File: config.mk
export PLATFORM = sky130hd
export DESIGN_NAME = twap_div
export DESIGN_NICKNAME = d
export VERILOG_FILES = /design/src/rtl/core/twap_pkg.sv /design/src/rtl/core/twap_div.sv
export SDC_FILE = /design/constraint.sdc
export NUM_CORES = 1
export LEC_CHECK = 0
export ABC_AREA = 1
export CAP_MARGIN = 40
export CORE_MARGIN = 2
export CORE_UTILIZATION = 55
export DETAILED_ROUTE_END_ITERATION = 16
export DONT_BUFFER_PORTS = 1
export PLACE_DENSITY = 0.71
export SLEW_MARGIN = 20
export SYNTH_ARGS = -nofsm -noshare
export SYNTH_HDL_FRONTEND = slang
export SYNTH_SLANG_ARGS = --single-unit
File: constraint.sdc
create_clock -name clk_i -period 6.99 [get_ports clk_i]
set_input_delay 0.3495 -clock clk_i [delete_from_list [all_inputs] [get_ports clk_i]]
set_output_delay 0.3495 -clock clk_i [all_outputs]
set_load 0.1 [all_outputs]
File: src/rtl/core/twap_pkg.sv
// shared types and constants of the time-weighted quote averager
package twap_pkg;

  localparam int RingDepthDef       = 1024;
  localparam int FallbackPeriodsDef = 10;

  localparam int TimeW   = 48;
  localparam int PriceW  = 32;
  localparam int QtyW    = 32;
  localparam int MeanW   = 48;
  localparam int PeriodW = 32;
  localparam int RetainW = 8;
  localparam int FracW   = 16;
  localparam int KeepW   = PeriodW + RetainW;
  localparam int PsumW   = PriceW + 1;
  localparam int DtLoW   = 24;
  localparam int DtHiW   = TimeW - DtLoW;
  localparam int ProdW   = PsumW + DtLoW;
  localparam int AccW    = PsumW + TimeW + 1;
  localparam int NumW    = AccW + FracW;
  localparam int DenW    = TimeW + 2;
  localparam int CfgW    = 32;

  localparam logic [PeriodW-1:0] PeriodRst = 32'd1000000;
  localparam logic [RetainW-1:0] RetainRst = 8'd2;

  typedef enum logic {
    CfgPeriod    = 1'b0,
    CfgRetention = 1'b1
  } cfg_idx_e;

  typedef enum logic {
    OpAdd   = 1'b0,
    OpQuery = 1'b1
  } op_e;

  typedef enum logic [3:0] {
    StIdle,
    StAddWr,
    StEvRd,
    StEvChk,
    StQRd,
    StQChk,
    StQMul0,
    StQMul1,
    StQMul2,
    StQNext,
    StQEnd,
    StQDiv,
    StQDone
  } state_e;

  typedef struct packed {
    logic [TimeW-1:0]  time_us;
    logic [PriceW-1:0] ask_price;
    logic [PriceW-1:0] bid_price;
    logic [QtyW-1:0]   ask_qty;
    logic [QtyW-1:0]   bid_qty;
  } quote_t;

endpackage

File: src/rtl/core/twap_div.sv
// bit-serial restoring divider, one quotient bit per cycle
module twap_div import twap_pkg::*; #(
  parameter int NUM_W = NumW,
  parameter int DEN_W = DenW,
  parameter int Q_W   = MeanW
) (
  input  logic             clk_i,
  input  logic             rst_ni,
  input  logic             start_i,
  input  logic [NUM_W-1:0] num_i,
  input  logic [DEN_W-1:0] den_i,
  output logic             done_o,
  output logic [Q_W-1:0]   quot_o
);

  localparam int CntW = $clog2(NUM_W + 1);

  logic [NUM_W-1:0] num_q;
  logic [DEN_W-1:0] den_q;
  logic [DEN_W-1:0] rem_q;
  logic [Q_W-1:0]   quot_q;
  logic [CntW-1:0]  cnt_q;
  logic             done_q;
  logic [DEN_W:0]   rem_sh;
  logic             qbit;

  assign rem_sh = {rem_q, num_q[NUM_W-1]};
  assign qbit   = (rem_sh >= {1'b0, den_q});

  always_ff @(posedge clk_i or negedge rst_ni) begin
    if (!rst_ni) begin
      cnt_q  <= '0;
      done_q <= 1'b0;
    end else begin
      done_q <= 1'b0;
      if (start_i) begin
        cnt_q <= CntW'(NUM_W);
      end else if (cnt_q != '0) begin
        cnt_q <= cnt_q - CntW'(1);
        if (cnt_q == CntW'(1)) begin
          done_q <= 1'b1;
        end
      end
    end
  end

  always_ff @(posedge clk_i) begin
    if (start_i) begin
      num_q  <= num_i;
      den_q  <= den_i;
      rem_q  <= '0;
      quot_q <= '0;
    end else if (cnt_q != '0) begin
      num_q  <= {num_q[NUM_W-2:0], 1'b0};
      rem_q  <= qbit ? DEN_W'(rem_sh - {1'b0, den_q}) : rem_sh[DEN_W-1:0];
      quot_q <= {quot_q[Q_W-2:0], qbit};
    end
  end

  assign done_o = done_q;
  assign quot_o = quot_q;

endmodule

Word level (Yosys, flattened, before mapping)

Index checks and enable logic that the tools add are counted.

Bitwise logic cells: 0
Order comparisons: 1
Equal/unequal tests: 1
Shifts and indexed selects: 0
Mux-type cells: 8
Reductions and logical operators: 2
Add/subtract/negate cells: 2
$mul: 0
Divide/modulo/power cells: 0

Operators by type and width:

| kind                                                | number |
|---|---|
| 2-to-1 mux 98 bit                                   | 2 |
| >= comparator 51 x 50 -> 1 bit                      | 1 |
| 2-to-1 mux 50 bit                                   | 1 |
| subtractor 50 bit                                   | 1 |
| 2-to-1 mux 7 bit                                    | 2 |
| equality test 7 x 1 -> 1 bit, second input constant | 1 |
| nonzero test 7 bit                                  | 1 |
| subtractor 7 x 1 -> 7 bit, second input constant    | 1 |
| 2-to-1 mux 1 bit                                    | 3 |
| nonzero test 2 bit                                  | 1 |

Bits in writable memories: 0
Input bits: 151
Word-level logic and storage cells: 20
Output and inout bits: 49
Bits in latches: 0
Memory bits (read-only): 0
Bits in registers: 254
Memories kept: 0

Depth between registers and ports, before layout

Word-level depth: 4
Depth in mapped cells: 19
Mapped depth without buffers: 19

Worst setup path after synthesis

Ideal clock, no wire load.

Path type: flip-flop to flip-flop
From: register cnt_q[0]
To: register num_q[0] (enable)
Data arrival time: 3879 ps
Stages on the path, launching flop included: 9
Setup slack: 2609 ps
Setup time: 501 ps
Required time: 6489 ps
Cells stage by stage: dfrtp_1 > inv_1 > ha_1 > nand2_1 > nor2_1 > inv_1 > nor2_1 > inv_1 > clkbuf_1

Longest elaborated chain between the ends: 2

Ends and longest elaborated chain:

| what                         | line           | RTL |
|---|---|---|
| start, declared              | twap_div.sv:22 | `logic [CntW-1:0] cnt_q;` |
| start signal, assigned       | twap_div.sv:37 | `cnt_q <= CntW'(NUM_W);` |
| start signal, assigned       | twap_div.sv:39 | `cnt_q <= cnt_q - CntW'(1);` |
| nonzero test 7 bit           | twap_div.sv:53 | `end else if (cnt_q != '0) begin` |
| nonzero test 2 bit (no line) | --             |  |
| end signal, assigned         | twap_div.sv:49 | `num_q <= num_i;` |
| end signal, assigned         | twap_div.sv:54 | `num_q <= {num_q[NUM_W-2:0], 1'b0};` |
| end, declared                | twap_div.sv:18 | `logic [NUM_W-1:0] num_q;` |

No other way between the ends.
A chain may end at the register's enable or synchronous reset.

Worst setup path in the final report

From: register cnt_q[0]
To: register num_q[63] (enable)

Same word-level chain as after synthesis.

==> results by group <==
Run status
  • Status: finished, final reports clean

STA
  • Period minus WS final: 3470 ps
  • Final hold vios: 0
  • Slew Limit Headroom: 43.7%
  • Worst-margin pin slew: 844 ps
  • Post-route setup TNS: 0 ps
  • # setup viols final: 0
  • Post-route setup slack: 3520 ps
  • F_max: 288 MHz
  • Post-route clock skew: 19.6 ps
  • Fin. max-slew vios: 0
  • Fin crit share: 49.7%
  • RSZ-0062 raised after global routing: false

Critical path
  • WS Path Type: reg -> reg
  • CP arrival: 3700 ps
  • Worst reg-to-reg path cell count: 11
  • Worst setup SP type: flip-flop
  • Req. time, crit path: 7220 ps
  • Largest fanout on the critical path: 76
  • Critical Path Sink Type: flip-flop

CTS
  • Post-CTS Setup Inserts: 0
  • Clock Pin Slew Worst Setup and Hold Paths: 60 ps
  • CTS tree: done
  • # hold bufs at CTS: 149
  • CTS root buf: clkbuf_16
  • CTS H-Tree Depth: 1
  • Clock sink total: 254
  • Clock Latency Late Sink: 560 ps
  • Clock buffer depth: 3
  • Resized cells post-CTS: 0
  • CTS buffer count: 27

Yosys
  • Register area share after synthesis: 46.4%
  • Syn nets: 2154
  • Multiplexer share of the synthesized area: 0%
  • Synth async-reset ratio: 3.15%
  • Distinct cells, synth: 38
  • Flops & latches, synth: 254
  • Post-Synth Simple-Gate Area: 30.1%
  • Synthesis Warnings: 0
  • EDFF count, synth: 148
  • Mapped Area: 14200 um2
  • Combinational family with the most area after synthesis: simple AND/OR/NAND/NOR gates
  • XOR/XNOR Fraction of Synth Area: 1.78%
  • Syn avg cell area: 7.30 um2
  • Mapped Cells: 1950
  • Post-synthesis compound-gate area fraction: 6.12%
  • Adder-cell area share of the yosys netlist: 4.71%
  • Post-synth top flop: edfxtp_1

Layout
  • Area of the multi-input gates: 6090 um2
  • Register area: 6610 um2
  • Share of layout cells above drive strength 1: 6.92%
  • Layout area overhead: 25.5%
  • Nets: 2335
  • Fillcell total: 2015

Placement
  • Worst slack at placement: 3390 ps
  • Hpwl dp: 26100 um
  • Port bufs: 0
  • Gpl congestion: 0.937

GRT
  • Largest net degree at the start of global routing: 100
  • Total Routing Usage GR: 29.3%
  • Initial antenna violation count: 1
  • Grt ovf: 0
  • First-pass GRT wire length: 62900 um
  • Vias in the first global route: 12.5k

Die
  • Die X: 165 um
  • Ports: 200
  • Starting Density: 56.2%
  • DIE AREA: 27200 um2
  • Core area: 25300 um2
  • Rows: 58
  • Die Ht: 165 um

Pwr
  • Pwr Density: 300 nW/um2
  • Worst vdd ir: 0.254 mV
  • Leak Pwr: 0.00876 uW

Drt
  • Vias: 12.8k
  • 1st-pass router iterations: 8
  • # DRC: 0
  • DR iter-0 viols: 981
  • ANT nets after route: 0
  • Wire per inst: 16.2 um
  • Final WL: 40300 um
  • Vias/cell: 5.17

Flow run
  • Max-Cap Viols: 0

Min path
  • Worst hold path class: in -> reg
  • Hold path cells: 2
-- through the flow --
step	hold WS (ps)	utilization (%)	cells	total power (uW)	cell area [um2]
global route	20.1	70.5	2483	5720	17900
CTS	4.93	70.4	2481	5360	17800
detailed placement	54.5	60.7	2282	3780	15400
floorplan	53.9	-	1950	3340	14200
global placement	54.5	57.1	2230	3710	14500
finish	14.6	70.5	2484	5370	17900
-- power breakdown --
part           switching, uW  internal (uW)
clock network            624            875
logic                   1270            700
registers                119           1780
-- placed cells by master, fill, tap and decap left out, types with 26 or more instances in the layout --
| cell type | Yosys | layout |
|---|---|---|
| buf_8 | 0 | 41 |
| nand2_1 | 791 | 791 |
| dlygate4sd3_1 | 0 | 148 |
| nor2_1 | 114 | 112 |
| o22ai_1 | 45 | 45 |
| nand4_1 | 26 | 26 |
| a21oi_1 | 59 | 59 |
| inv_1 | 326 | 325 |
| dfxtp_1 | 98 | 98 |
| edfxtp_1 | 148 | 148 |
| nand3_1 | 75 | 75 |
| ha_1 | 52 | 52 |
| clkbuf_16 | 0 | 30 |
-- Yosys cell counts, types with 4 or more instances --
cell	n	share of area (%)
o22ai_1	45	2.0
o21ai_1	9	0.32
a21oi_1	59	2.1
nor2_4	4	0.32
or2_1	5	0.22
nand3b_1	9	0.47
xor2_1	12	0.74
buf_2	11	0.39
nor2_1	114	3.0
nor3_1	16	0.56
o21ai_0	22	0.77
o21bai_1	13	0.69
dfxtp_1	98	14
inv_2	18	0.47
dfrtp_1	8	1.4
edfxtp_1	148	31
a31oi_1	4	0.18
clkbuf_1	31	0.82
nand3_1	75	2.6
nand4_1	26	1.1
inv_1	326	8.6
buf_1	11	0.29
nand2_1	791	21
ha_1	52	4.6
xnor2_1	17	1.0
nor2_2	8	0.35
-- kinds of logic (layout without fill, tap and decap cells) --
family / Yosys count / count (layout)
AND/OR/NAND/NOR: 1058 / 1058
buffers and inverters: 402 / 604
flip-flops: 254 / 254
AO/OA/AOI/OAI: 154 / 154
adder cells (fa/ha/maj): 53 / 53
XOR/XNOR: 29 / 29
other: 0 / 2
-- flip-flops by register name, summed over array words and instances, names as in the netlist --
signal	flops
num_q	98
done_o	1
quot_o	48
rem_q	50
den_q	50
cnt_q	7
-- routing by layer --
layer,vias up,share of wire (%),global-route usage [%]
met2,432,49,50.9
met3,73,6.1,5.40
met5,-,0,0
met4,0,2.6,8.18
met1,5901,43,37.5
li1,6437,-,-
-- area by class of cell --
| type | instances | area share (%) |
|---|---|---|
| Clock inverter | 13 | 0.665 |
| Clock buffer | 37 | 4.63 |
| Timing Repair Buffer | 209 | 14.0 |
| Multi-Input combinational cell | 1294 | 34.1 |
| Antenna cell | 2 | 0.0280 |
| Tap cell | 330 | 2.31 |
| Inverter | 345 | 7.27 |
| Sequential cell | 254 | 37.0 |
-- path summary, 6_finish.rpt --
check	start	end	slack (ps)
worst min register to register	rem_q[11]$_SDFFE_PP0P_	rem_q[11]$_SDFFE_PP0P_	470
worst max-delay path	cnt_q[0]$_DFFE_PN0P_	num_q[63]$_DFFE_PP_	3520
max in group asynchronous	rst_ni	cnt_q[5]$_DFFE_PN0P_	6580
worst max register to register	cnt_q[0]$_DFFE_PN0P_	num_q[63]$_DFFE_PP_	3520
worst min-delay path	num_i[93]	num_q[93]$_DFFE_PP_	10
min in group asynchronous	rst_ni	cnt_q[2]$_DFFE_PN0P_	140
-- worst max-delay path, stage by stage (launching register included) --
cell     delay [ps]
dfrtp_1         390
inv_1            80
ha_1            220
nand2_1         150
nor2_2           60
inv_1            50
buf_4           450
nor2_1           80
buf_4           250
inv_4           630
buf_4           370
buf_16          300
No activity file was read; power rests on OpenSTA's default activity.
